==> src/rtl/core/b64d_pkg.sv <==
// Shared types and constants for the Base64 decoder.
`default_nettype none

package b64d_pkg;

   localparam int unsigned BYTE_W  = 8;
   localparam int unsigned GROUP_W = 24;
   localparam int unsigned SEXT_W  = 6;

   localparam logic [BYTE_W-1:0] PAD_CODE = 8'h3D;

   // One unit of work handed from the front to the back: a decoded group of
   // one to three bytes, or a single error result.
   typedef struct packed {
      logic               err;
      logic               last;
      logic [1:0]         count;
      logic [GROUP_W-1:0] bits;
   } job_type;

endpackage

`default_nettype wire

==> src/rtl/core/b64d_front.sv <==
// Front end: accepts characters, classifies them and assembles 24-bit groups.
`default_nettype none

module b64d_front
   import b64d_pkg::*;
(
   input  wire logic              clock,
   input  wire logic              reset,
   input  wire logic              req_valid,
   output logic                   req_ready,
   input  wire logic [BYTE_W-1:0] req_char_code,
   input  wire logic              req_end_of_stream,
   input  wire logic              q_ready,
   output logic                   q_push,
   output job_type                q_job
);

   logic [GROUP_W-1:0] group_ff, group_in;
   logic [1:0]         pos_ff, pos_in;
   logic [1:0]         pad_ff, pad_in;
   logic               disc_ff, disc_in;

   logic [SEXT_W-1:0]  sextet;
   logic               is_pad;
   logic               is_bad;
   logic               accept;

   assign req_ready = q_ready;
   assign accept    = req_valid & q_ready;

   always_comb begin
      sextet = '0;
      is_pad = 1'b0;
      is_bad = 1'b0;
      if (req_char_code >= 8'h41 && req_char_code <= 8'h5A) begin
         sextet = SEXT_W'(req_char_code - 8'h41);
      end else if (req_char_code >= 8'h61 && req_char_code <= 8'h7A) begin
         sextet = SEXT_W'(req_char_code - 8'h61 + 8'd26);
      end else if (req_char_code >= 8'h30 && req_char_code <= 8'h39) begin
         sextet = SEXT_W'(req_char_code - 8'h30 + 8'd52);
      end else if (req_char_code == 8'h2B) begin
         sextet = 6'd62;
      end else if (req_char_code == 8'h2F) begin
         sextet = 6'd63;
      end else if (req_char_code == PAD_CODE) begin
         is_pad = 1'b1;
      end else begin
         is_bad = 1'b1;
      end
   end

   always_comb begin
      logic               fail;
      logic [GROUP_W-1:0] shifted;
      logic [1:0]         pad_next;

      group_in = group_ff;
      pos_in   = pos_ff;
      pad_in   = pad_ff;
      disc_in  = disc_ff;
      q_push   = 1'b0;
      q_job    = '0;
      fail     = 1'b0;
      shifted  = {group_ff[GROUP_W-SEXT_W-1:0], (is_pad ? {SEXT_W{1'b0}} : sextet)};
      pad_next = is_pad ? pad_ff + 2'd1 : pad_ff;

      if (accept) begin
         if (disc_ff) begin
            if (req_end_of_stream) begin
               group_in = '0;
               pos_in   = '0;
               pad_in   = '0;
               disc_in  = 1'b0;
            end
         end else begin
            // A finished padded group ends the data, a pad may not sit in the
            // first two places, and nothing but pads may follow a pad.
            fail = is_bad
                 || (pos_ff == 2'd0 && pad_ff != 2'd0)
                 || (is_pad && pos_ff < 2'd2)
                 || (!is_pad && pad_ff != 2'd0)
                 || (pos_ff != 2'd3 && req_end_of_stream);
            if (fail) begin
               group_in    = '0;
               pos_in      = '0;
               pad_in      = '0;
               disc_in     = !req_end_of_stream;
               q_push      = 1'b1;
               q_job.err   = 1'b1;
               q_job.last  = 1'b1;
               q_job.count = 2'd1;
            end else if (pos_ff != 2'd3) begin
               group_in = shifted;
               pos_in   = pos_ff + 2'd1;
               pad_in   = pad_next;
            end else begin
               q_push      = 1'b1;
               q_job.bits  = shifted;
               q_job.count = 2'd3 - pad_next;
               q_job.last  = req_end_of_stream;
               group_in    = '0;
               pos_in      = '0;
               pad_in      = req_end_of_stream ? 2'd0 : pad_next;
            end
         end
      end
   end

   always_ff @(posedge clock) begin
      if (reset) begin
         group_ff <= '0;
         pos_ff   <= '0;
         pad_ff   <= '0;
         disc_ff  <= 1'b0;
      end else begin
         group_ff <= group_in;
         pos_ff   <= pos_in;
         pad_ff   <= pad_in;
         disc_ff  <= disc_in;
      end
   end

endmodule

`default_nettype wire

==> src/rtl/core/b64d_queue.sv <==
// Short job queue between the decoder front end and the byte sequencer.
`default_nettype none

module b64d_queue
   import b64d_pkg::*;
#(
   parameter int unsigned DEPTH = 4
)
(
   input  wire logic    clock,
   input  wire logic    reset,
   input  wire logic    push,
   input  job_type      push_job,
   output logic         ready,
   input  wire logic    pop,
   output logic         valid,
   output job_type      head_job
);

   localparam int unsigned PTR_W = (DEPTH > 1) ? $clog2(DEPTH) : 1;
   localparam int unsigned CNT_W = $clog2(DEPTH + 1);
   localparam logic [PTR_W-1:0] LAST_PTR = PTR_W'(DEPTH - 1);
   localparam logic [CNT_W-1:0] FULL_CNT = CNT_W'(DEPTH);

   job_type          slot_ff [DEPTH];
   logic [PTR_W-1:0] wr_ptr_ff, wr_ptr_in;
   logic [PTR_W-1:0] rd_ptr_ff, rd_ptr_in;
   logic [CNT_W-1:0] count_ff, count_in;
   logic             do_push;
   logic             do_pop;

   assign ready    = (count_ff != FULL_CNT);
   assign valid    = (count_ff != '0);
   assign head_job = slot_ff[rd_ptr_ff];
   assign do_push  = push & ready;
   assign do_pop   = pop & valid;

   always_comb begin
      wr_ptr_in = wr_ptr_ff;
      rd_ptr_in = rd_ptr_ff;
      count_in  = count_ff;
      if (do_push) begin
         wr_ptr_in = (wr_ptr_ff == LAST_PTR) ? '0 : wr_ptr_ff + PTR_W'(1);
      end
      if (do_pop) begin
         rd_ptr_in = (rd_ptr_ff == LAST_PTR) ? '0 : rd_ptr_ff + PTR_W'(1);
      end
      if (do_push && !do_pop) begin
         count_in = count_ff + CNT_W'(1);
      end else if (do_pop && !do_push) begin
         count_in = count_ff - CNT_W'(1);
      end
   end

   always_ff @(posedge clock) begin
      if (reset) begin
         wr_ptr_ff <= '0;
         rd_ptr_ff <= '0;
         count_ff  <= '0;
      end else begin
         wr_ptr_ff <= wr_ptr_in;
         rd_ptr_ff <= rd_ptr_in;
         count_ff  <= count_in;
      end
   end

   always_ff @(posedge clock) begin
      if (do_push) begin
         slot_ff[wr_ptr_ff] <= push_job;
      end
   end

endmodule

`default_nettype wire

==> src/rtl/core/b64d_back.sv <==
// Back end: splits each job into result items and drives the output register.
`default_nettype none

module b64d_back
   import b64d_pkg::*;
(
   input  wire logic               clock,
   input  wire logic               reset,
   input  wire logic               q_valid,
   input  job_type                 q_job,
   output logic                    q_pop,
   output logic                    rsp_valid,
   input  wire logic               rsp_ready,
   output logic [BYTE_W-1:0]       rsp_data_byte,
   output logic                    rsp_last_of_stream,
   output logic                    rsp_decode_error
);

   job_type           cur_ff, cur_in;
   logic              cur_valid_ff, cur_valid_in;
   logic [1:0]        idx_ff, idx_in;
   logic              out_valid_ff, out_valid_in;
   logic [BYTE_W-1:0] out_byte_ff, out_byte_in;
   logic              out_last_ff, out_last_in;
   logic              out_err_ff, out_err_in;

   logic              out_free;
   logic              final_byte;
   logic [BYTE_W-1:0] sel_byte;

   assign out_free   = !out_valid_ff || rsp_ready;
   assign final_byte = (idx_ff == cur_ff.count - 2'd1);

   always_comb begin
      case (idx_ff)
         2'd0:    sel_byte = cur_ff.bits[23:16];
         2'd1:    sel_byte = cur_ff.bits[15:8];
         default: sel_byte = cur_ff.bits[7:0];
      endcase
   end

   always_comb begin
      cur_in       = cur_ff;
      cur_valid_in = cur_valid_ff;
      idx_in       = idx_ff;
      out_valid_in = out_valid_ff;
      out_byte_in  = out_byte_ff;
      out_last_in  = out_last_ff;
      out_err_in   = out_err_ff;
      q_pop        = 1'b0;

      if (out_free) begin
         out_valid_in = 1'b0;
      end

      if (out_free && cur_valid_ff) begin
         out_valid_in = 1'b1;
         out_byte_in  = cur_ff.err ? '0 : sel_byte;
         out_last_in  = cur_ff.last && final_byte;
         out_err_in   = cur_ff.err;
         if (final_byte) begin
            // Pull the next job in the same cycle so bytes keep streaming.
            cur_valid_in = q_valid;
            cur_in       = q_job;
            q_pop        = q_valid;
            idx_in       = '0;
         end else begin
            idx_in = idx_ff + 2'd1;
         end
      end else if (!cur_valid_ff && q_valid) begin
         cur_valid_in = 1'b1;
         cur_in       = q_job;
         q_pop        = 1'b1;
         idx_in       = '0;
      end
   end

   always_ff @(posedge clock) begin
      if (reset) begin
         cur_valid_ff <= 1'b0;
         idx_ff       <= '0;
         out_valid_ff <= 1'b0;
      end else begin
         cur_valid_ff <= cur_valid_in;
         idx_ff       <= idx_in;
         out_valid_ff <= out_valid_in;
      end
   end

   always_ff @(posedge clock) begin
      cur_ff      <= cur_in;
      out_byte_ff <= out_byte_in;
      out_last_ff <= out_last_in;
      out_err_ff  <= out_err_in;
   end

   assign rsp_valid          = out_valid_ff;
   assign rsp_data_byte      = out_byte_ff;
   assign rsp_last_of_stream = out_last_ff;
   assign rsp_decode_error   = out_err_ff;

endmodule

`default_nettype wire

==> src/rtl/core/base64_decoder_top.sv <==
// Streaming Base64 decoder, top level.
//
// Input channel (req_*): one ASCII character per item, with req_end_of_stream
// set on the final character of a stream. Output channel (rsp_*): one decoded
// byte per item, with rsp_last_of_stream on the final result of the stream and
// rsp_decode_error on the single error result that a malformed stream gives.
// Both channels use a valid/ready handshake.
//
// The front end takes one character per cycle while the queue has room and
// hands whole groups or errors to a job queue of QUEUE_DEPTH entries. The back
// end moves one byte per cycle, while the output is free, from the queue head
// into the output register. A finished group passes the queue and the
// current-job register on its way out. Four characters give at most three
// bytes, so one character per cycle is sustained; a run of errors is limited
// to one result per cycle by the output register.
//
// Reset clears the group state, the queue and the output register. When the
// receiver stalls, the output register holds, the queue fills, and req_ready
// falls only once the queue is full.
`default_nettype none

module base64_decoder_top
   import b64d_pkg::*;
#(
   parameter int unsigned QUEUE_DEPTH = 4
)
(
   input  wire logic              clock,
   input  wire logic              reset,
   input  wire logic              req_valid,
   output logic                   req_ready,
   input  wire logic [BYTE_W-1:0] req_char_code,
   input  wire logic              req_end_of_stream,
   output logic                   rsp_valid,
   input  wire logic              rsp_ready,
   output logic [BYTE_W-1:0]      rsp_data_byte,
   output logic                   rsp_last_of_stream,
   output logic                   rsp_decode_error
);

   job_type push_job;
   job_type head_job;
   logic    push;
   logic    q_ready;
   logic    q_valid;
   logic    pop;

   b64d_front u_front (
      .clock             (clock),
      .reset             (reset),
      .req_valid         (req_valid),
      .req_ready         (req_ready),
      .req_char_code     (req_char_code),
      .req_end_of_stream (req_end_of_stream),
      .q_ready           (q_ready),
      .q_push            (push),
      .q_job             (push_job)
   );

   b64d_queue #(
      .DEPTH (QUEUE_DEPTH)
   ) u_queue (
      .clock    (clock),
      .reset    (reset),
      .push     (push),
      .push_job (push_job),
      .ready    (q_ready),
      .pop      (pop),
      .valid    (q_valid),
      .head_job (head_job)
   );

   b64d_back u_back (
      .clock              (clock),
      .reset              (reset),
      .q_valid            (q_valid),
      .q_job              (head_job),
      .q_pop              (pop),
      .rsp_valid          (rsp_valid),
      .rsp_ready          (rsp_ready),
      .rsp_data_byte      (rsp_data_byte),
      .rsp_last_of_stream (rsp_last_of_stream),
      .rsp_decode_error   (rsp_decode_error)
   );

endmodule

`default_nettype wire
==> config.mk <==
export PLATFORM = sky130hd
export DESIGN_NAME = base64_decoder_top
export DESIGN_NICKNAME = d
export VERILOG_FILES = /design/src/rtl/core/b64d_pkg.sv /design/src/rtl/core/b64d_front.sv /design/src/rtl/core/b64d_queue.sv /design/src/rtl/core/b64d_back.sv /design/src/rtl/core/base64_decoder_top.sv
export SDC_FILE = /design/constraint.sdc
export NUM_CORES = 1
export LEC_CHECK = 0
export CAP_MARGIN = 5
export CELL_PAD_IN_SITES_DETAIL_PLACEMENT = 1
export CELL_PAD_IN_SITES_GLOBAL_PLACEMENT = 1
export CORE_MARGIN = 3
export CORE_UTILIZATION = 35
export DETAILED_ROUTE_END_ITERATION = 12
export DONT_BUFFER_PORTS = 1
export HOLD_SLACK_MARGIN = 0.06
export PLACE_DENSITY = 0.64
export SKIP_LAST_GASP = 1
export SLEW_MARGIN = 20
export SYNTH_ARGS = -nofsm -noshare
export SYNTH_HDL_FRONTEND = slang
export SYNTH_SLANG_ARGS = --single-unit
==> constraint.sdc <==
create_clock -name clock -period 6.15 [get_ports clock]
set_input_delay 0 -clock clock [delete_from_list [all_inputs] [get_ports clock]]
set_output_delay 0 -clock clock [all_outputs]
set_load 0.03 [all_outputs]
# After elaboration in Yosys (flattened, before gate mapping)

Memory sizes are Yosys's and may differ from the RTL's. A register that Yosys moved wholly into a read port is not among the register bits.
Cells that the tools add are included.

Output and inout bits: 12
Memories: 1
Bits in writable memories: 112
Logic and storage cells: 152
Input bits: 13
Bits in registers: 72

Memories:

| name            | words | width | read ports | clocked after memory_dff | wr ports | line             | source |
|---|---|---|---|---|---|---|---|
| u_queue.slot_ff | 4     | 28    | 1          | 1                        | 1        | b64d_queue.sv:25 | `job_type slot_ff [DEPTH];` |

Order comparisons: 7
Equality and inequality tests: 11
Add/sub/neg operators: 14
Multiplexer cells: 67
Bitwise gates (word level): 3
Reductions and logical operators: 32

Operator list:

| cell                                                | count |
|---|---|
| two-way mux 28 bit                                  | 5 |
| two-way mux 18 bit                                  | 4 |
| two-way mux 6 bit                                   | 6 |
| two-way mux 2 bit                                   | 16 |
| two-way mux 1 bit                                   | 30 |
| two-way mux 27 bit                                  | 1 |
| equality test 8 x 6 -> 1 bit, second input constant | 3 |
| two-way mux 24 bit                                  | 1 |
| >= comparator 8 x 7 -> 1 bit, second input constant | 2 |
| <= comparator 8 x 7 -> 1 bit, second input constant | 2 |
| one-hot mux 8 bit (2 select lines)                  | 1 |
| logical AND 1 bit                                   | 12 |
| subtractor 6 bit, second input constant             | 2 |
| adder 2 x 1 -> 2 bit, second input constant         | 5 |
| two-way mux 3 bit                                   | 3 |
| >= comparator 8 x 6 -> 1 bit, second input constant | 1 |
| <= comparator 8 x 6 -> 1 bit, second input constant | 1 |
| nonzero test 2 bit                                  | 4 |
| adder 6 x 5 -> 6 bit, second input constant         | 1 |
| adder 6 bit, second input constant                  | 1 |
| zero test 1 bit                                     | 6 |
| subtractor 6 x 1 -> 6 bit, second input constant    | 1 |
| logical OR 1 bit                                    | 5 |
| equality test 2 bit, second input constant          | 2 |
| other kinds (14)                                    | 19 |

# Logic depth before layout (Yosys ltp)

Gate-level depths: netlist (run 1).

Word-level depth: 19
Depth in mapped cells: 14
Depth with buffers taken out: 13

# By module

A second synthesis (run 1) with hierarchy kept.

Cells, all modules: 511
Area, all modules: 7,837.5 µm²

Modules (own cells, without submodules):

| module     | seq. area each (µm²) | area an instance (µm²) | instances | cells each |
|---|---|---|---|---|
| b64d_queue | 3,543.4              | 4,514.3                | 1         | 194 |
| b64d_front | 460.4                | 1,756.7                | 1         | 219 |
| b64d_back  | 1,221.2              | 1,566.5                | 1         | 98 |

# Least setup slack after synthesis (run 1)

No wires, ideal clock.

Path kind: reg2reg
Start point: reg u_back.cur_ff[25] (netlist name)
End point: reg u_back.cur_ff[0] (netlist name) (enable)
Library setup time: 0.452 ns
Data required time: 5.698 ns
Clock period less this slack: 3.159 ns
Cell stages (with the launch flop): 4
Path buffers: 0
Arrival time: 2.707 ns
Path slack: 2.991 ns
Cells stage by stage: edfxtp_1 xnor2_1 mux2i_1 o21ai_0

Cells in the longest elaborated chain, start to end: 4

RTL lines:

| item                                            | line            | source |
|---|---|---|
| start, declared                                 | b64d_back.sv:19 | `job_type cur_ff, cur_in;` |
| start signal, assigned                          | b64d_back.sv:91 | `cur_ff <= cur_in;` |
| subtractor 2 x 1 -> 2 bit                       | b64d_back.sv:32 | `assign final_byte = (idx_ff == cur_ff.count - 2'd1);` |
| equality test 2 bit                             | b64d_back.sv:32 |  |
| inequality test 2 x 1 -> 1 bit (no source line) | n/a             |  |
| AND reduction 2 bit (no source line)            | n/a             |  |

Every way passes these cells.
A chain may end at the register's enable or synchronous reset.

# Worst setup path after layout (run 1)

Start point: reg u_front.pad_ff[0]
End point: reg u_queue.count_ff[2]

Cells in the longest elaborated chain, start to end: 13
Elaborated cells between the ends (all ways): 16
Those cells by class: mux: 4; bitwise: 1; reduce/logical: 11

RTL lines:

| item                                | line                               | source |
|---|---|---|
| start, declared                     | b64d_front.sv:20                   | `logic [1:0] pad_ff, pad_in;` |
| start signal, assigned              | b64d_front.sv:118                  | `pad_ff <= pad_in;` |
| nonzero test 2 bit *                | b64d_front.sv:79, b64d_front.sv:81 |  |
| logical AND 1 bit                   | b64d_front.sv:79                   | `\|\| (pos_ff == 2'd0 && pad_ff != 2'd0)` |
| logical OR 1 bit                    | b64d_front.sv:79                   |  |
| logical OR 1 bit                    | b64d_front.sv:80                   | `\|\| (is_pad && pos_ff < 2'd2)` |
| logical OR 1 bit *                  | b64d_front.sv:81                   | `\|\| (!is_pad && pad_ff != 2'd0)` |
| logical OR 1 bit *                  | b64d_front.sv:82                   | `\|\| (pos_ff != 2'd3 && req_end_of_stream);` |
| two-way mux 1 bit *                 | b64d_front.sv:83                   | `if (fail) begin` |
| two-way mux 1 bit *                 | b64d_front.sv:68                   | `if (disc_ff) begin` |
| two-way mux 1 bit *                 | b64d_front.sv:67                   | `if (accept) begin` |
| bitwise AND 1 bit *                 | b64d_queue.sv:35                   | `assign do_push = push & ready;` |
| net u_queue.do_push                 | b64d_queue.sv:29                   | `logic do_push;` |
| zero test 1 bit                     | b64d_queue.sv:50                   | `end else if (do_pop && !do_push) begin` |
| logical AND 1 bit                   | b64d_queue.sv:50                   |  |
| nonzero test 2 bit (no source line) | n/a                                |  |
| end signal, assigned                | b64d_queue.sv:63                   | `count_ff <= count_in;` |
| end, declared                       | b64d_queue.sv:28                   | `logic [CNT_W-1:0] count_ff, count_in;` |

Mark *: on every way through the listed nets, which the timed path passes. The rest lies on a longest branch.

==> summary.md, run 1 <==
| Metric | Value |
|---|---|
| Post-synth top area share | about three fifths |
| GRT Util Overall | between 10% and 20% |
| Area occupied by multi-input gates | 2340 sq um |
| Cell accounting for the most synthesized area | edfxtp_1 |
| Ys async rst share | 0% |
| Rel. slew slack | between 30 and 40% |
| Leak | approximately 0.0031 uW |
| Dpl ws | 3.05 ns |
| Largest net degree at the start of global routing | 29 |
| Clock latency on the worst-skew pair | about 0.43 ns |
| Max Fclk | ~340 MHz |
| Starting DRT DRC Count | slightly below 300 |
| Setup TNS | 0 ns |
| Number of I/O pins | 25 |
| Setup crit start kind | register |
| 1st-pass router iterations | 4 |
| Crit Path Max Fanout | 6 |
| Starting Density | a little over a third |
| Warnings, synthesis | 0 |
| # nets final | 548 |
| CTS tree | built |
| Combinational Power Share | between 10% and 20% |
| Predominant post-synthesis flop cell | edfxtp_1 |
| Post-route ant nets | 0 |
| WL/cell | between 15 and 20 um |
| Final setup vio count | 0 |
| Final WL | 15.6 mm |
| Deepest level of the CTS H-tree | 4 |
| Die Wd | ~150 um |
| CTS Buf Count | 17 |
| Syn Nets | between 500 and 600 |
| Hold WC Path Type | in -> reg |
| Sw power | roughly 1000 uW |
| Critical path, cell by cell | inv_1, ha_1, a41oi_1, o21ai_0, nand2_1, ha_1, inv_1, fa_1, xor2_1, or3_1, a21oi_1 |
| Dpl hpwl | around 10 mm |
| Cell with the most instances after synthesis | edfxtp_1 |
| Peak VDD IR | between 0.00015 and 0.0002 V |
| Post-route DRC | 0 |
| Clk pwr share | 28.4% |
| CP max stage cell | fa_1 |
| Area contributors post-synth | edfxtp_1 (58%), dfxtp_1 (9.3%), mux4_2 (8.1%) |
| Detailed-route via count | 4,193 |
| P per Cell Area | roughly 400 nW/um^2 |
| Sequential cell area | between 5000 and 6000 sq um |
| Switching Share | 29.1% |
| Vias per inst | 5.23 |
| Initial antenna violation count | 0 |
| Fin crit period | slightly below 3 ns |
| Cell count after synthesis | around 500 |
| Max Root-Sink Buffers | 2 |
| Clk sinks | ~190 |
| Port buffer count | 0 |
| Crit-path max cell delay | around 0.43 ns |
| Fin util | 40.7% |
| Synth cell count leaders | edfxtp_1 (150), dfxtp_1 (36), mux4_2 (28), nand2_1 (27), and2_1 (26) |
| Area added between synthesis and finish | 12.4% |
| Overflow after GRT | 0 |
| Worst EP required | approximately 6.5 ns |
| Syn Area/Cell | 15.6 sq um |
| Vias in the first global route | 4,588 |
| Post-synthesis sequential area ratio | about two thirds |
| Setup Skew | 0.00840 ns |
| Fin. max-slew vios | 0 |
| Internal power | roughly 2500 uW |
| Fin. Hold Viols | 0 |
| Post-DP Area | ~8000 sq um |
| Rows | 53 |
| Core ar. | ~21,000 sq um |
| Reg clk slew, reported paths | ~0.070 ns |
| Worst EP arrival | 3.32 ns |
| # diodes | 0 |
| Max-cap violations | 0 |
| Worst-Margin Slew | about 1 ns |
| RSZ-0062 raised after global routing | no |
| Routability Congestion | between 0.8 and 0.9 |
| Die Height | between 150 and 200 um |
| CP Capture Type | register |
| Tcrit/Tclk final | about half |
| Reg power frac | a little over half |
| Fill cell count | around 2,100 |
| First-pass GRT wire length | 25.4 mm |
| Post-synth EDFFs | 150 |
| Status | completed |
| Share of layout cells above drive strength 1 | 15.4% |
| Synthesized flop and latch total | 186 |
| Count of cell types in the netlist | 66 |
| Clk root buf | clkbuf_16 |
| Crit Path Class | reg -> reg |
| Die area | approximately 24,000 sq um |
| Final worst setup slack | around 3.2 ns |
| Cts repair resizes | 0 |
| Hold slack | between 0.15 and 0.2 ns |
| Final instance area | 8720 sq um |
| Synth Cell Area | a little under 8000 sq um |
worst max-delay path, delay by kind of cell, from the launching register on:
| kind | cells | cell delay (ns) |
|---|---|---|
| fa+ha+maj | 3 | 0.89 |
| compound gates | 3 | 0.78 |
| simple gates | 2 | 0.52 |
| flops | 1 | 0.37 |
| xor+xnor | 1 | 0.18 |
| buf+inv | 2 | 0.16 |
state kept, by name (all words and copies together) (netlist names), named ones only:
register,cells
u_queue.slot_ff,112
u_back.cur_ff,28
u_front.group_ff,18
u_back.rsp_data_byte,8
u_queue.count_ff,3
u_back.idx_ff,2
u_front.pad_ff,2
u_front.pos_ff,2
u_queue.rd_ptr_ff,2
u_queue.wr_ptr_ff,2
u_back.cur_valid_ff,1
u_back.rsp_decode_error,1
u_back.rsp_last_of_stream,1
u_back.rsp_valid,1
u_front.disc_ff,1
path summary, 6_finish.rpt:
check	slack, ns	endpoint	start	cells after the start
worst max register to register	3.18	u_queue.count_ff[2]	u_front.pad_ff[0]	11
worst min register to register	0.47	u_back.rsp_valid	u_back.cur_valid_ff	2
worst max-delay path	3.18	u_queue.count_ff[2]	u_front.pad_ff[0]	11
worst min-delay path	0.15	u_front.group_ff[3]	req_char_code[5]	3
cell families after synthesis:
kind of cell / share of synthesized area, %
adder cells (fa/ha/maj): 3.48
XOR/XNOR: 1.13
AND/OR/NAND/NOR: 8.27
multiplexers: 8.51
AO/OA/AOI/OAI: 8.59
flip-flops: 67.3
buffers and inverters: 2.68
power groups by stage:
stage / Combinational (uW) / Sequential (uW) / Clock [uW]
2_1_floorplan: 536 / 1790 / 0
3_5_place_dp: 662 / 1880 / 0
4_1_cts: 675 / 1850 / 1020
6_report: 658 / 1840 / 992
3_3_place_gp: 636 / 1870 / 0
5_1_grt: 736 / 1880 / 1080
timing repair:
action	in CTS	in global routing
endpoints found under the hold margin	44	0
buffers inserted	0	0
hold buffers	14	0
per-stage QoR:
stage,instances,total power [uW]
final,802,3490
after global routing,802,3690
after CTS,802,3550
after detailed placement,756,2540
after global placement,756,2500
after floorplan,497,2330
metal layers:
layer | up-vias | share of wire (%) | GRT usage, %
met5 | - | 0 | 0
met4 | 0 | 1.5 | 4.92
met3 | 17 | 3.4 | 3.14
met2 | 70 | 50 | 23.0
met1 | 2153 | 45 | 17.9
li1 | 1953 | - | -
placed cells by master, fill, tap and decap left out, drive strengths merged, types with 2 or more instances in the layout:
master	netlist	routed
a211o	2	2
a21o	2	2
a21oi	22	22
a221oi	2	2
a22o	15	15
a22oi	9	9
a31oi	3	3
and2	26	26
and2b	2	2
buf	12	7
clkbuf	11	19
clkinv	0	9
dfxtp	36	36
dlygate4sd3	0	14
edfxtp	150	150
ha	20	20
inv	21	24
mux2i	3	3
mux4	28	28
nand2	27	27
nand2b	4	4
nand3	7	7
nand4	2	2
nor2	13	13
nor2b	4	4
nor3	10	10
nor4	2	2
o211a	2	2
o211ai	5	5
o21a	2	2
o21ai	15	15
o311ai	2	2
o31ai	3	3
or2	3	3
or3	3	3
or4	2	2
xnor2	7	7
xor2	3	3
layout make-up:
| cell class | count | area share [%] |
|---|---|---|
| clock inverter | 13 | 1.10 |
| inverter | 21 | 0.904 |
| multi-input combinational | 267 | 26.8 |
| clock buffer | 19 | 5.08 |
| timing repair buffer | 21 | 2.21 |
| sequential | 186 | 60.0 |
| tap | 275 | 3.95 |
Note: power is estimated with default switching activity, not from simulation.
==> run 2: changes to the inputs <==
Settings changed: PLACE_DENSITY 0.64 to 0.66.
Clock period 6.15 ns to 2.45 ns, I/O delays scaled along.
==> run 2 against run 1 <==
Sequential power grew 150%. Final area grew 3.2%. Sequential share of layout area shrank 1.8 points. Largest power group unchanged. Critical endpoint unchanged. Highest routed layer unchanged. Utilization grew 1.3 points.
==> summary.md, run 2 (same netlist as run 1, synthesis figures left out) <==
| Metric | Value |
|---|---|
| Status | completed |
| Crit Path Max Fanout | 2 |
| Dpl ws | 0.0317 ns |
| Final WL | about 17 mm |
| Clk root buf | clkbuf_16 |
| Number of I/O pins | 25 |
| Share of layout cells above drive strength 1 | a little under a quarter |
| Starting DRT DRC Count | between 200 and 300 |
| Post-route ant nets | 0 |
| Routability Congestion | between 0.8 and 0.9 |
| Overflow after GRT | 0 |
| CP bufs+invs | 1 |
| 1st-pass router iterations | 4 |
| Busiest grt layer | met2 |
| Max reg flops | between 100 and 150 |
| Commonest cells after routing, fill and taps aside | edfxtp_1 (150), mux4_2 (28), dfxtp_1 (28), nand2_1 (27) |
| Final worst setup slack | about 0.097 ns |
| CP Capture Type | register |
| Clk sinks | about 190 |
| Port buffer count | 0 |
| Vias per inst | about 5.2 |
| Max Root-Sink Buffers | 2 |
| Vias in the first global route | between 4,000 and 5,000 |
| Fin crit period | 2.35 ns |
| Most flop-heavy register | u_queue.slot_ff |
| Rel. slew slack | 38.2% |
| Initial antenna violation count | 1 |
| Dpl hpwl | ~11 mm |
| Pwr Total | 9170 uW |
| WL/cell | 20.3 um |
| R2R Path End | u_queue.count_ff[2] |
| Setup TNS | 0 ns |
| CTS Buf Count | 17 |
| Reg clk slew, reported paths | about 0.080 ns |
| Crit path from | u_back.cur_ff[25] |
| Max Fclk | about 420 MHz |
| Reg2reg start | u_back.cur_ff[25] |
| Setup crit start kind | register |
| Worst setup path end | u_queue.count_ff[2] |
| Max-cap violations | 0 |
| CTS tree | built |
| Worst EP required | approximately 2.8 ns |
| Peak VDD IR | ~0.0005 V |
| Starting Density | 36.2% |
| Deepest level of the CTS H-tree | 4 |
| GRT Util Overall | 14.6% |
| Core ar. | about 21,000 sq um |
| P per Cell Area | ~1000 nW/um^2 |
| Die Height | about 150 um |
| Fin. max-slew vios | 0 |
| Biggest regs | u_queue.slot_ff x112, u_back.cur_ff x28, u_front.group_ff x18 |
| Global Route met2 Usage | 24.8% |
| Fin util | 42.0% |
| Critical path, cell by cell | xnor2_2, mux2i_1, o21ai_1, nand2b_1, ha_2, inv_2, fa_2, xor2_1, or3_1, a21oi_2 |
| CP max stage cell | edfxtp_1 |
| Rows | 53 |
| Detailed-route via count | 4,239 |
| CP top delay family | adder cells |
| Worst-Margin Slew | between 0.9 and 1 ns |
| Post-route DRC | 0 |
| Crit-path max cell delay | around 0.41 ns |
| # nets final | between 500 and 600 |
| Worst EP arrival | ~2.7 ns |
| Final setup vio count | 0 |
| Leak | approximately 0.0032 uW |
| Most common cell after layout, fill and taps aside | edfxtp_1 |
| Worst reg2reg setup slack | about 0.097 ns |
| First-pass GRT wire length | ~27 mm |
| Area added between synthesis and finish | 16.0% |
| Largest net degree at the start of global routing | 29 |
| R2r worst-path depth | 10 |
| Hold WC Path Type | in -> reg |
| Crit Path Class | reg -> reg |
| Clock latency on the worst-skew pair | ~0.44 ns |
| Die Wd | between 150 and 200 um |
| Die area | around 24,000 sq um |
| RSZ-0062 raised after global routing | yes |
| Setup Skew | 0.0264 ns |
| Stages on worst setup path | 10 |
| Tcrit/Tclk final | 96.0% |
| Met1 GRT Util | between 10% and 20% |
| Met3 GRT Util | 2.84% |
| Fin. Hold Viols | 0 |
==> run 2: where the power goes <==
part,internal (uW),switching (uW),total [uW]
clock network,1450,1150,2600
logic,881,1150,2030
registers,4160,375,4530
==> run 2: worst min path at each step <==
stage,start,endpoint,slack (ns),cells after the start
2_1_floorplan,req_end_of_stream,u_front.group_ff[1],0.10,1
3_3_place_gp,reset,u_queue.count_ff[0],0.07,1
3_5_place_dp,reset,u_queue.count_ff[0],0.07,1
4_1_cts,req_char_code[5],u_front.group_ff[4],0.06,4
5_1_grt,req_valid,u_queue.wr_ptr_ff[1],0.12,4
6_report,req_char_code[5],u_front.group_ff[4],0.07,4
==> run 2: worst register-to-register path, cell delays in order, from the launching register on <==
cell and delay, ns:
edfxtp_1 0.41, xnor2_2 0.16, mux2i_1 0.26, o21ai_1 0.11, nand2b_1 0.15, ha_2 0.21
inv_2 0.04, fa_2 0.34, xor2_1 0.16, or3_1 0.34, a21oi_2 0.12
==> run 2: repair_timing <==
action	4_1_cts	5_1_grt
hold buffers	10	0
endpoints found under the setup margin	0	25
setup buffers	0	3
resized for setup	0	12
hold endpoints to repair	48	0
==> run 2: area by class of cell <==
cell class | instances | area [sq um]
tap | 275 | 344
inverter | 21 | 82.6
multi-input combinational | 267 | 2390
antenna | 1 | 2.50
clock buffer | 22 | 493
timing repair buffer | 40 | 375
clock inverter | 10 | 77.6
sequential | 186 | 5240
fill | 2134 | 12400
==> run 2: per-stage QoR <==
stage / hold slack (ns) / cells / area (sq um)
final: 0.0695 / 822 / 9000
after global routing: 0.118 / 822 / 9000
after CTS: 0.0624 / 818 / 8940
after detailed placement: 0.0733 / 776 / 8270
after global placement: 0.0715 / 776 / 8270
after floorplan: 0.101 / 497 / 7810
==> run 2: metal layers <==
metal / up-vias / share of wire (%)
met2: 81 / 51
li1: 1984 / -
met5: - / 0
met3: 15 / 3.4
met1: 2159 / 44
met4: 0 / 1.2
